<file path="config.mk">
export PLATFORM = sky130hd
export DESIGN_NAME = timer_expiry_queue_top
export DESIGN_NICKNAME = d
export VERILOG_FILES = /design/src/design/teq_pkg.sv /design/src/design/timer_expiry_queue_top.sv /design/src/design/teq_out.sv
export SDC_FILE = /design/constraint.sdc
export NUM_CORES = 2
export LEC_CHECK = 0
export BUFFER_PORTS_ARGS = -buffer_cell sky130_fd_sc_hd__buf_2
export CORE_AREA = 2 2 524 526
export CTS_BUF_LIST = sky130_fd_sc_hd__clkbuf_4
export CTS_CLUSTER_DIAMETER = 150
export DETAILED_ROUTE_END_ITERATION = 6
export DIE_AREA = 0 0 526 528
export SYNTH_ARGS = -nofsm -noshare
export SYNTH_HDL_FRONTEND = slang
export SYNTH_HIERARCHICAL = 1
export SYNTH_SLANG_ARGS = --single-unit
</file>
<file path="constraint.sdc">
create_clock -name clk -period 10.75 [get_ports clk]
set_clock_uncertainty 0.05 [all_clocks]
set_input_delay 0.5375 -clock clk [delete_from_list [all_inputs] [get_ports clk]]
set_output_delay 0.5375 -clock clk [all_outputs]
set_load 0.03 [all_outputs]
</file>
<file path="src/design/teq_pkg.sv">
// Shared types and codes for the timer expiry queue.
// No dependencies; imported by every module of the block.
`default_nettype none

package teq_pkg;

	localparam int DEF_TIMER_SLOTS = 16;

	localparam logic [1:0] K_ADD     = 2'd0;
	localparam logic [1:0] K_CANCEL  = 2'd1;
	localparam logic [1:0] K_EXECUTE = 2'd2;
	localparam logic [1:0] K_UNUSED  = 2'd3;

	localparam logic [1:0] RK_ADD    = 2'd0;
	localparam logic [1:0] RK_CANCEL = 2'd1;
	localparam logic [1:0] RK_FIRED  = 2'd2;
	localparam logic [1:0] RK_WAIT   = 2'd3;

	localparam logic [1:0] ST_OK   = 2'd0;
	localparam logic [1:0] ST_FULL = 2'd1;
	localparam logic [1:0] ST_NONE = 2'd2;

	typedef struct packed {
		logic [63:0] expiry;
		logic [15:0] owner;
		logic [15:0] tag;
	} entry_t;

	typedef struct packed {
		logic        strobe;
		logic [1:0]  rkind;
		logic [1:0]  status;
		logic [15:0] owner;
		logic [15:0] tag;
		logic [63:0] wait_ms;
		logic        last;
	} result_t;

endpackage

`default_nettype wire

</file>
<file path="src/design/timer_expiry_queue_top.sv">
// Top level of the timer expiry queue: sequencer, circular entry memory, compare unit.
// Depends on teq_pkg and teq_out.
//
//   channel   | handshake            | payload
//   ----------+----------------------+----------------------------------------------
//   command   | start / busy         | kind, now_ms, timeout_ms, owner, timer_tag
//   result    | result_valid strobe  | result_kind, status, fired_owner, fired_tag,
//             |                      | wait_ms, last
//
// Busy while an add moves the entries behind the new one, a cancel scans or shifts
// entries down, or an execute pops fired timers; a full table answers at accept with
// busy low. The entry memory has a registered read. Results leave through a register
// and are shown in the next cycle.
// Reset empties the table at once; no clearing pass. The receiver cannot stall.
`default_nettype none

module timer_expiry_queue_top import teq_pkg::*; #(
	parameter int TIMER_SLOTS = DEF_TIMER_SLOTS
) (
	input  wire logic        clk,
	input  wire logic        arst_n,
	input  wire logic        start,
	output logic             busy,
	input  wire logic [1:0]  kind,
	input  wire logic [63:0] now_ms,
	input  wire logic [30:0] timeout_ms,
	input  wire logic [15:0] owner,
	input  wire logic [15:0] timer_tag,
	output logic             result_valid,
	output logic [1:0]       result_kind,
	output logic [1:0]       status,
	output logic [15:0]      fired_owner,
	output logic [15:0]      fired_tag,
	output logic [63:0]      wait_ms,
	output logic             last
);

	localparam int IDX_W = $clog2(TIMER_SLOTS);
	localparam int CNT_W = $clog2(TIMER_SLOTS + 1);
	localparam logic [IDX_W-1:0] LAST_IDX = IDX_W'(TIMER_SLOTS - 1);
	localparam logic [CNT_W-1:0] FULL_CNT = CNT_W'(TIMER_SLOTS);

	typedef enum logic [8:0] {
		S_IDLE    = 9'b000000001,
		S_ADD_RD  = 9'b000000010,
		S_ADD_CMP = 9'b000000100,
		S_CAN_RD  = 9'b000001000,
		S_CAN_CMP = 9'b000010000,
		S_SH_RD   = 9'b000100000,
		S_SH_WR   = 9'b001000000,
		S_EXE_RD  = 9'b010000000,
		S_EXE_CMP = 9'b100000000
	} state_t;

	function automatic logic [IDX_W-1:0] idx_inc(input logic [IDX_W-1:0] i);
		return (i == LAST_IDX) ? '0 : IDX_W'(i + 1'b1);
	endfunction

	function automatic logic [IDX_W-1:0] idx_dec(input logic [IDX_W-1:0] i);
		return (i == '0) ? LAST_IDX : IDX_W'(i - 1'b1);
	endfunction

	state_t           state_q, state_d;
	logic [CNT_W-1:0] count_q, count_d;
	logic [CNT_W-1:0] left_q, left_d;
	logic [IDX_W-1:0] head_q, head_d;
	logic [IDX_W-1:0] cur_q, cur_d;
	logic [IDX_W-1:0] hole_q, hole_d;
	logic [63:0]      now_q, now_d;
	logic [63:0]      exp_q, exp_d;
	logic [15:0]      owner_q, owner_d;
	logic [15:0]      tag_q, tag_d;

	entry_t           mem [TIMER_SLOTS];
	entry_t           rdata_q;
	logic             rd_en;
	logic [IDX_W-1:0] rd_addr;
	logic             wr_en;
	logic [IDX_W-1:0] wr_addr;
	entry_t           wr_data;

	logic [CNT_W:0]   tail_sum;
	logic [IDX_W-1:0] tail;
	entry_t           new_entry;
	result_t          res;

	assign tail_sum  = (CNT_W + 1)'(head_q) + (CNT_W + 1)'(count_q);
	assign tail      = (tail_sum >= (CNT_W + 1)'(TIMER_SLOTS)) ?
		IDX_W'(tail_sum - (CNT_W + 1)'(TIMER_SLOTS)) : IDX_W'(tail_sum);
	assign new_entry = '{expiry: exp_q, owner: owner_q, tag: tag_q};
	assign busy      = (state_q != S_IDLE);

	always_comb begin
		state_d = state_q;
		count_d = count_q;
		left_d  = left_q;
		head_d  = head_q;
		cur_d   = cur_q;
		hole_d  = hole_q;
		now_d   = now_q;
		exp_d   = exp_q;
		owner_d = owner_q;
		tag_d   = tag_q;
		rd_en   = 1'b0;
		rd_addr = cur_q;
		wr_en   = 1'b0;
		wr_addr = hole_q;
		wr_data = new_entry;
		res     = '0;
		case (state_q)
			S_IDLE: begin
				if (start) begin
					now_d   = now_ms;
					owner_d = owner;
					tag_d   = timer_tag;
					exp_d   = now_ms + 64'(timeout_ms);
					case (kind)
						K_ADD: begin
							if (count_q == FULL_CNT) begin
								res.strobe = 1'b1;
								res.rkind  = RK_ADD;
								res.status = ST_FULL;
								res.last   = 1'b1;
							end else begin
								hole_d  = tail;
								cur_d   = idx_dec(tail);
								left_d  = count_q;
								state_d = S_ADD_RD;
							end
						end
						K_CANCEL: begin
							cur_d   = head_q;
							left_d  = count_q;
							state_d = S_CAN_RD;
						end
						K_EXECUTE: begin
							state_d = S_EXE_RD;
						end
						default: begin
						end
					endcase
				end
			end
			S_ADD_RD: begin
				if (left_q == '0) begin
					wr_en      = 1'b1;
					count_d    = CNT_W'(count_q + 1'b1);
					res.strobe = 1'b1;
					res.rkind  = RK_ADD;
					res.last   = 1'b1;
					state_d    = S_IDLE;
				end else begin
					rd_en   = 1'b1;
					state_d = S_ADD_CMP;
				end
			end
			S_ADD_CMP: begin
				wr_en = 1'b1;
				if (rdata_q.expiry > exp_q) begin
					wr_data = rdata_q;
					hole_d  = cur_q;
					cur_d   = idx_dec(cur_q);
					left_d  = CNT_W'(left_q - 1'b1);
					state_d = S_ADD_RD;
				end else begin
					count_d    = CNT_W'(count_q + 1'b1);
					res.strobe = 1'b1;
					res.rkind  = RK_ADD;
					res.last   = 1'b1;
					state_d    = S_IDLE;
				end
			end
			S_CAN_RD: begin
				if (left_q == '0) begin
					res.strobe = 1'b1;
					res.rkind  = RK_CANCEL;
					res.status = ST_NONE;
					res.last   = 1'b1;
					state_d    = S_IDLE;
				end else begin
					rd_en   = 1'b1;
					state_d = S_CAN_CMP;
				end
			end
			S_CAN_CMP: begin
				cur_d  = idx_inc(cur_q);
				left_d = CNT_W'(left_q - 1'b1);
				if (rdata_q.owner == owner_q && rdata_q.tag == tag_q) begin
					hole_d  = cur_q;
					state_d = S_SH_RD;
				end else begin
					state_d = S_CAN_RD;
				end
			end
			S_SH_RD: begin
				if (left_q == '0) begin
					count_d    = CNT_W'(count_q - 1'b1);
					res.strobe = 1'b1;
					res.rkind  = RK_CANCEL;
					res.last   = 1'b1;
					state_d    = S_IDLE;
				end else begin
					rd_en   = 1'b1;
					state_d = S_SH_WR;
				end
			end
			S_SH_WR: begin
				wr_en   = 1'b1;
				wr_data = rdata_q;
				hole_d  = cur_q;
				cur_d   = idx_inc(cur_q);
				left_d  = CNT_W'(left_q - 1'b1);
				state_d = S_SH_RD;
			end
			S_EXE_RD: begin
				if (count_q == '0) begin
					res.strobe = 1'b1;
					res.rkind  = RK_WAIT;
					res.last   = 1'b1;
					state_d    = S_IDLE;
				end else begin
					rd_en   = 1'b1;
					rd_addr = head_q;
					state_d = S_EXE_CMP;
				end
			end
			S_EXE_CMP: begin
				res.strobe = 1'b1;
				if (rdata_q.expiry <= now_q) begin
					res.rkind = RK_FIRED;
					res.owner = rdata_q.owner;
					res.tag   = rdata_q.tag;
					head_d    = idx_inc(head_q);
					count_d   = CNT_W'(count_q - 1'b1);
					state_d   = S_EXE_RD;
				end else begin
					res.rkind   = RK_WAIT;
					res.wait_ms = rdata_q.expiry - now_q;
					res.last    = 1'b1;
					state_d     = S_IDLE;
				end
			end
			default: begin
				state_d = S_IDLE;
			end
		endcase
	end

	always_ff @(posedge clk or negedge arst_n) begin
		if (!arst_n) begin
			state_q <= S_IDLE;
			count_q <= '0;
			head_q  <= '0;
			left_q  <= '0;
			cur_q   <= '0;
			hole_q  <= '0;
		end else begin
			state_q <= state_d;
			count_q <= count_d;
			head_q  <= head_d;
			left_q  <= left_d;
			cur_q   <= cur_d;
			hole_q  <= hole_d;
		end
	end

	always_ff @(posedge clk) begin
		now_q   <= now_d;
		exp_q   <= exp_d;
		owner_q <= owner_d;
		tag_q   <= tag_d;
	end

	always_ff @(posedge clk) begin
		if (wr_en) begin
			mem[wr_addr] <= wr_data;
		end
		if (rd_en) begin
			rdata_q <= mem[rd_addr];
		end
	end

	teq_out u_out (
		.clk          (clk),
		.arst_n       (arst_n),
		.res          (res),
		.result_valid (result_valid),
		.result_kind  (result_kind),
		.status       (status),
		.fired_owner  (fired_owner),
		.fired_tag    (fired_tag),
		.wait_ms      (wait_ms),
		.last         (last)
	);

endmodule

`default_nettype wire

</file>
<file path="src/design/teq_out.sv">
// Result register of the timer expiry queue: one-cycle strobe plus payload.
// Depends on teq_pkg for result_t.
`default_nettype none

module teq_out import teq_pkg::*; (
	input  wire logic        clk,
	input  wire logic        arst_n,
	input  wire result_t     res,
	output logic             result_valid,
	output logic [1:0]       result_kind,
	output logic [1:0]       status,
	output logic [15:0]      fired_owner,
	output logic [15:0]      fired_tag,
	output logic [63:0]      wait_ms,
	output logic             last
);

	logic        valid_q;
	logic [1:0]  rkind_q;
	logic [1:0]  status_q;
	logic [15:0] owner_q;
	logic [15:0] tag_q;
	logic [63:0] wait_q;
	logic        last_q;

	always_ff @(posedge clk or negedge arst_n) begin
		if (!arst_n) begin
			valid_q <= 1'b0;
		end else begin
			valid_q <= res.strobe;
		end
	end

	always_ff @(posedge clk) begin
		if (res.strobe) begin
			rkind_q  <= res.rkind;
			status_q <= res.status;
			owner_q  <= res.owner;
			tag_q    <= res.tag;
			wait_q   <= res.wait_ms;
			last_q   <= res.last;
		end
	end

	assign result_valid = valid_q;
	assign result_kind  = rkind_q;
	assign status       = status_q;
	assign fired_owner  = owner_q;
	assign fired_tag    = tag_q;
	assign wait_ms      = wait_q;
	assign last         = last_q;

endmodule

`default_nettype wire

</file>
Word level (Yosys, flattened, before mapping)
Memories as Yosys holds them, arrays and structs flattened. A register that Yosys moved wholly into a read port is not among the register bits.
Cells that the tools add are included.
{"block": "totals", "word_cells": 147, "reg_bits": 293, "input_bits": 132, "mem_bits_rw": 1536, "mem_count": 1, "output_inout_bits": 103}
{"name": "mem", "words": 16, "width": 96, "rd": 1, "rd_clocked_by_memory_dff": 1, "write_ports": 1, "line_no": "timer_expiry_queue_top.sv:74", "rtl": "entry_t mem [TIMER_SLOTS];"}
{"block": "classes", "addsub": 11, "muxes": 66, "n_reduce_logical": 19, "bitwise_logic": 1, "n_lt_le_gt_ge": 3, "n_eq_ne": 29}
{"op": "case mux 96 bit (2 select lines)", "n": 1}
{"op": "two-way mux 96 bit", "n": 1}
{"op": "case mux 9 bit (9 select lines)", "n": 1}
{"op": "adder 64 x 31 -> 64 bit", "n": 1}
{"op": "greater-than comparator 64 bit", "n": 1}
{"op": "<= comparator 64 bit", "n": 1}
{"op": "subtractor 64 bit", "n": 1}
{"op": "two-way mux 4 bit", "n": 15}
{"op": "two-way mux 5 bit", "n": 12}
{"op": "== test 16 bit", "n": 2}
{"op": "two-way mux 9 bit", "n": 3}
{"op": "case mux 9 bit (3 select lines)", "n": 1}
{"op": "case mux 3 bit (7 select lines)", "n": 1}
{"op": "case mux 5 bit (4 select lines)", "n": 1}
{"op": "!= test 2 bit, second input constant", "n": 8}
{"op": "case mux 4 bit (4 select lines)", "n": 1}
{"op": "two-way mux 3 bit", "n": 5}
{"op": "case mux 5 bit (3 select lines)", "n": 1}
{"op": "two-way mux 1 bit", "n": 12}
{"op": "case mux 4 bit (3 select lines)", "n": 1}
{"op": "subtractor 4 x 1 -> 4 bit, second input constant", "n": 3}
{"op": "zero test 5 bit", "n": 2}
{"op": "case mux 5 bit (2 select lines)", "n": 1}
{"op": "AND reduction 5 bit", "n": 2}
{"op": "other kinds (42)", "n": 51}

Depth between registers and ports, before layout
{"block": "depth", "depth_word": 9, "ltp_mapped": 15, "mapped_depth_nobuf": 14}

By module
Netlist, hierarchy kept.
{"mod": "timer_expiry_queue_top", "area_each_um2": 78155.0, "seq_area_each_um2": 54588.6, "cells_each": 4650, "instances": 1}
{"mod": "teq_out", "area_each_um2": 3057.9, "seq_area_each_um2": 3057.9, "cells_each": 102, "instances": 1}

Worst setup path after synthesis
Ideal clock, no wire load.
{"block": "synth_timing", "kind": "register to register", "start": "register state_q[1]", "end": "memory mem[0][0] (netlist bit) (enable)", "n_path_buf": 1, "arrival_ns": 8.412, "slack_ns": 1.620, "path_stages_with_launch": 11, "path_cell_list": "dfrtp_1 -> clkbuf_1 -> nor3_1 -> nor3b_2 -> nand2_1 -> nor3b_2 -> nor2_1 -> o21ai_0 -> nor2b_1 -> nand2b_1 -> nor3_1"}
{"block": "synth_via", "elab_chain_cells": 5, "elab_cells_between_ends": 7, "classes_between": "eq/ne: 3; mux: 3; reduce/logical: 1"}
{"item": "start, declared", "line_no": "timer_expiry_queue_top.sv:63", "rtl": "state_t state_q, state_d;"}
{"item": "start signal, assigned", "line_no": "timer_expiry_queue_top.sv:258", "rtl": "state_q <= state_d;"}
{"item": "== test 9 x 3 -> 1 bit / == test 9 x 7 -> 1 bit (equally long branches)", "line_no": "timer_expiry_queue_top.sv:110", "rtl": "case (state_q)"}
{"item": "OR reduction 2 bit (no source line)"}
{"item": "case mux 1 bit (2 select lines) (*)", "line_no": "timer_expiry_queue_top.sv:110"}
{"item": "two-way mux 1 bit (*)", "line_no": "timer_expiry_queue_top.sv:275", "rtl": "if (wr_en) begin"}
{"item": "two-way mux 1 bit (implied by the code) (*)", "line_no": "timer_expiry_queue_top.sv:276", "rtl": "mem[wr_addr] <= wr_data;"}
{"item": "end, declared", "line_no": "timer_expiry_queue_top.sv:74"}
Every way passes the cells marked *; elsewhere a longest branch is shown, timed or not.

Final worst setup path
{"block": "layout_timing", "start": "register rdata_q[71] (netlist name)", "end": "register state_q[7]"}
{"block": "layout_via", "elab_chain_cells": 3}
{"item": "<= comparator 64 bit", "line_no": "timer_expiry_queue_top.sv:229", "rtl": "if (rdata_q.expiry <= now_q) begin"}
{"item": "two-way mux 8 bit", "line_no": "timer_expiry_queue_top.sv:229"}
{"item": "case mux 9 bit (9 select lines)", "line_no": "timer_expiry_queue_top.sv:110"}
No other way between the ends.
A chain may end at the register's enable or synchronous reset.

==> run metrics <==
status complete, no violations; post-synthesis async set-or-reset flop share 1.66%; Synth Area per Inst 17.1 um2; max incr delay on CP 0.88 ns; clock slew at reported path FFs 0.08 ns; height of the die 528 um; Starting Density 29.8%; cell repeated most along the worst path and3_1; Port Buf Inserts 234; vias in the first global route 48500; cells along the critical path ha_1 > and3_1 > nand2_1 > nor4_1 > and3_1 > inv_1 > o221ai_1 > o21ai_4 > buf_4 > and2_1 > a21oi_1 > nor2_1 > dlygate4sd3_1; DP Cell Count 8453; number of cells on the worst hold path 2; EDFF count, synth 1893; HP Class primary input to register; Routed WL per cell 23.3 um; Cells after Synth 4752; gr usage total 15.7%; Avg Vias per Cell 5.02; initial antenna violation count 14; Critical-path top delay cell o221ai_1; Final Net Count 5904; # DRC 0; WP depth 13; Critical Path Source Type register; Row Count 192; antenna-violating nets left 0; worst-path maximum fanout 34; Seq cells post-synth 1925; met2 wire len 103000 um; switching share of power 32.4%; setup bufs post-CTS 0; max_cap viols 0; # setup viols final 0; power per cell area 227 nW/um2; CTS tree built; Hold WS 0.122 ns; die area 278000 um2; CP bufs+invs 3; Area growth syn-to-layout 17.4%; CTS buffer count 479; total grt overflow 0; commonest non-fill, non-tap cells in the layout edfxtp_1 (1893), clkbuf_4 (699), nand2_1 (391); clock latency on the worst-skew pair 1.31 ns; critical path class register to register; die width 526 um; crit path time final 5.25 ns; Tightest Pin Transition 1.26 ns; Detailed Route WL 222000 um; Clock power frac 27.5%; DRT Pass-1 Iters 5; pin count of the biggest net entering global routing 160; CTS Sinks 1925; Core ar. 272000 um2; cell internal pwr 14600 uW; combinational share of power 28.4%; metal3 WL 16300 um; Synth Flop Type edfxtp_1; Max Fclk 0.190 GHz; Final Hold Vio Count 0; setup_tns 0 ns; via count 47800; wire length on met1 96800 um; post-synth cell types 80; Register-to-Register Path Depth 13; switching pwr 7010 uW; final worst-path cycle share 48.8%; unrepaired setup endpoints after global routing false; proportion of synthesized chip area in sequential cells 71.0%; DR top layer met5; commonest non-fill, non-tap cell in the layout edfxtp_1; Ports 235; H-tree levels 5; CP delay by family, top simple AND/OR/NAND/NOR gates; Pins Over Slew Limit 0; global placement routability congestion 0.880; Total Power 21600 uW; post-synthesis cell area 81200 um2; initial DRC count 4862; Worst Path Arrival 6.30 ns; Slew headroom 15.1%; leakage 0.0322 uW; YS warnings 6; first-pass GRT wire length 325000 um; layout cell share with drive strength beyond 1 26.0%; worst vdd ir 183 uV; clk root buf clkbuf_4; hpwl dp 122000 um; Final Util 35.0%; sequential share of power 44.0%; Syn Nets 5063; Crit. End Element register; clock buffer depth 4; Required @ worst endpoint 11.80 ns; Cell Count, Final, Fillers Out 9535
## layout make-up
type                       instances  area, um2
fill                           26000     177000
sequential                      1925      57600
multi-input combinational       2403      22000
clock buffer                     699       5250
timing repair buffer             584       4540
tap                             3589       4490
inverter                         200        758
clock inverter                   128        606
antenna                            7       17.5
## routing by layer
metal  vias to the layer above  track usage, %
met3                       372            2.84
li1                      20800               -
met2                      2012            24.8
met5                         -               0
met4                         2            5.09
met1                     24700            21.7
## timing repair
| action | CTS | global route |
|---|---|---|
| hold buffers | 248 | 0 |
| endpoints found under the hold margin | 200 | 0 |
| gates resized for setup | 0 | 0 |
## cells by family (layout without fill, tap and decap cells)
| kind of cell | after synthesis | count (layout) | share of synthesized area [%] |
|---|---|---|---|
| AO/OA/AOI/OAI | 714 | 714 | 5.59 |
| XOR/XNOR | 163 | 163 | 1.76 |
| AND/OR/NAND/NOR | 919 | 919 | 5.40 |
| other | 0 | 7 | 0 |
| buffers and inverters | 424 | 1611 | 2.21 |
| adder cells (fa/ha/maj) | 179 | 179 | 2.79 |
| flip-flops | 1925 | 1925 | 71.0 |
| multiplexers | 428 | 428 | 11.3 |
## power by group through the flow
| stage | sequential, uW | clock [uW] | combinational [uW] |
|---|---|---|---|
| finish | 9510 | 5950 | 6140 |
| global route | 9540 | 6500 | 6690 |
| CTS | 9500 | 6120 | 6180 |
| detailed placement | 9660 | 0 | 6060 |
| global placement | 9650 | 0 | 6000 |
| floorplan | 9660 | 0 | 4200 |
## cell usage after synthesis, drive strengths merged (15+ instances only)
master	number	share of area [%]
mux4	384	11
nand2b	19	0.15
a31oi	110	0.85
nand2	391	1.8
a21o	47	0.43
dfrtp	31	0.96
and2	106	0.82
a211oi	110	1.0
nand4	53	0.41
xnor2	106	1.1
o21bai	19	0.18
a21oi	162	1.0
o211ai	16	0.15
ha	175	2.7
nor2	158	0.75
mux2	40	0.55
nand3	41	0.26
xor2	57	0.61
and3	56	0.43
o21ai	159	0.98
buf	89	0.66
o21a	15	0.14
nor3	28	0.17
edfxtp	1893	70
clkbuf	135	0.62
inv	200	0.92
nor4	23	0.20
## metrics by stage
stage                     setup WS (ns)  instance area [um2]
after floorplan                    1.62                81200
after global routing               5.09                95300
after global placement             5.09                86900
after detailed placement           5.32                86900
final                              5.50                95300
after CTS                          5.26                95300
## final timing paths
path / to / slack (ns) / start
max in group asynchronous: hole_q[2] / 10.00 / arst_n
worst min register to register: left_q[1] / 0.53 / left_q[1]
worst min-delay path: owner_q[9] / 0.12 / owner[9]
worst max register to register: state_q[7] / 5.50 / rdata_q[71]
worst max-delay path: state_q[7] / 5.50 / rdata_q[71]
min in group asynchronous: state_q[0] / 0.39 / arst_n
## worst reg2reg max path: stages (launching register included)
cell and delay [ns]:
edfxtp_1 0.45, ha_1 0.45, and3_1 0.25, nand2_1 0.09
nor4_1 0.79, and3_1 0.56, inv_1 0.08, o221ai_1 0.88
o21ai_4 0.05, buf_4 0.29, and2_1 0.32, a21oi_1 0.17
nor2_1 0.05, dlygate4sd3_1 0.56
## sequential cells by signal (all words and copies together), names as in the netlist
name                cells
u_out/result_valid      1
left_q                  5
u_out/fired_tag        16
exp_q                  64
state_q                 9
mem                  1536
u_out/result_kind       2
cur_q                   4
count_q                 5
u_out/wait_ms          64
u_out/last              1
rdata_q                96
now_q                  64
tag_q                  16
owner_q                16
head_q                  4
u_out/fired_owner      16
hole_q                  4
u_out/status            2
(Power assumes the default switching activity.)
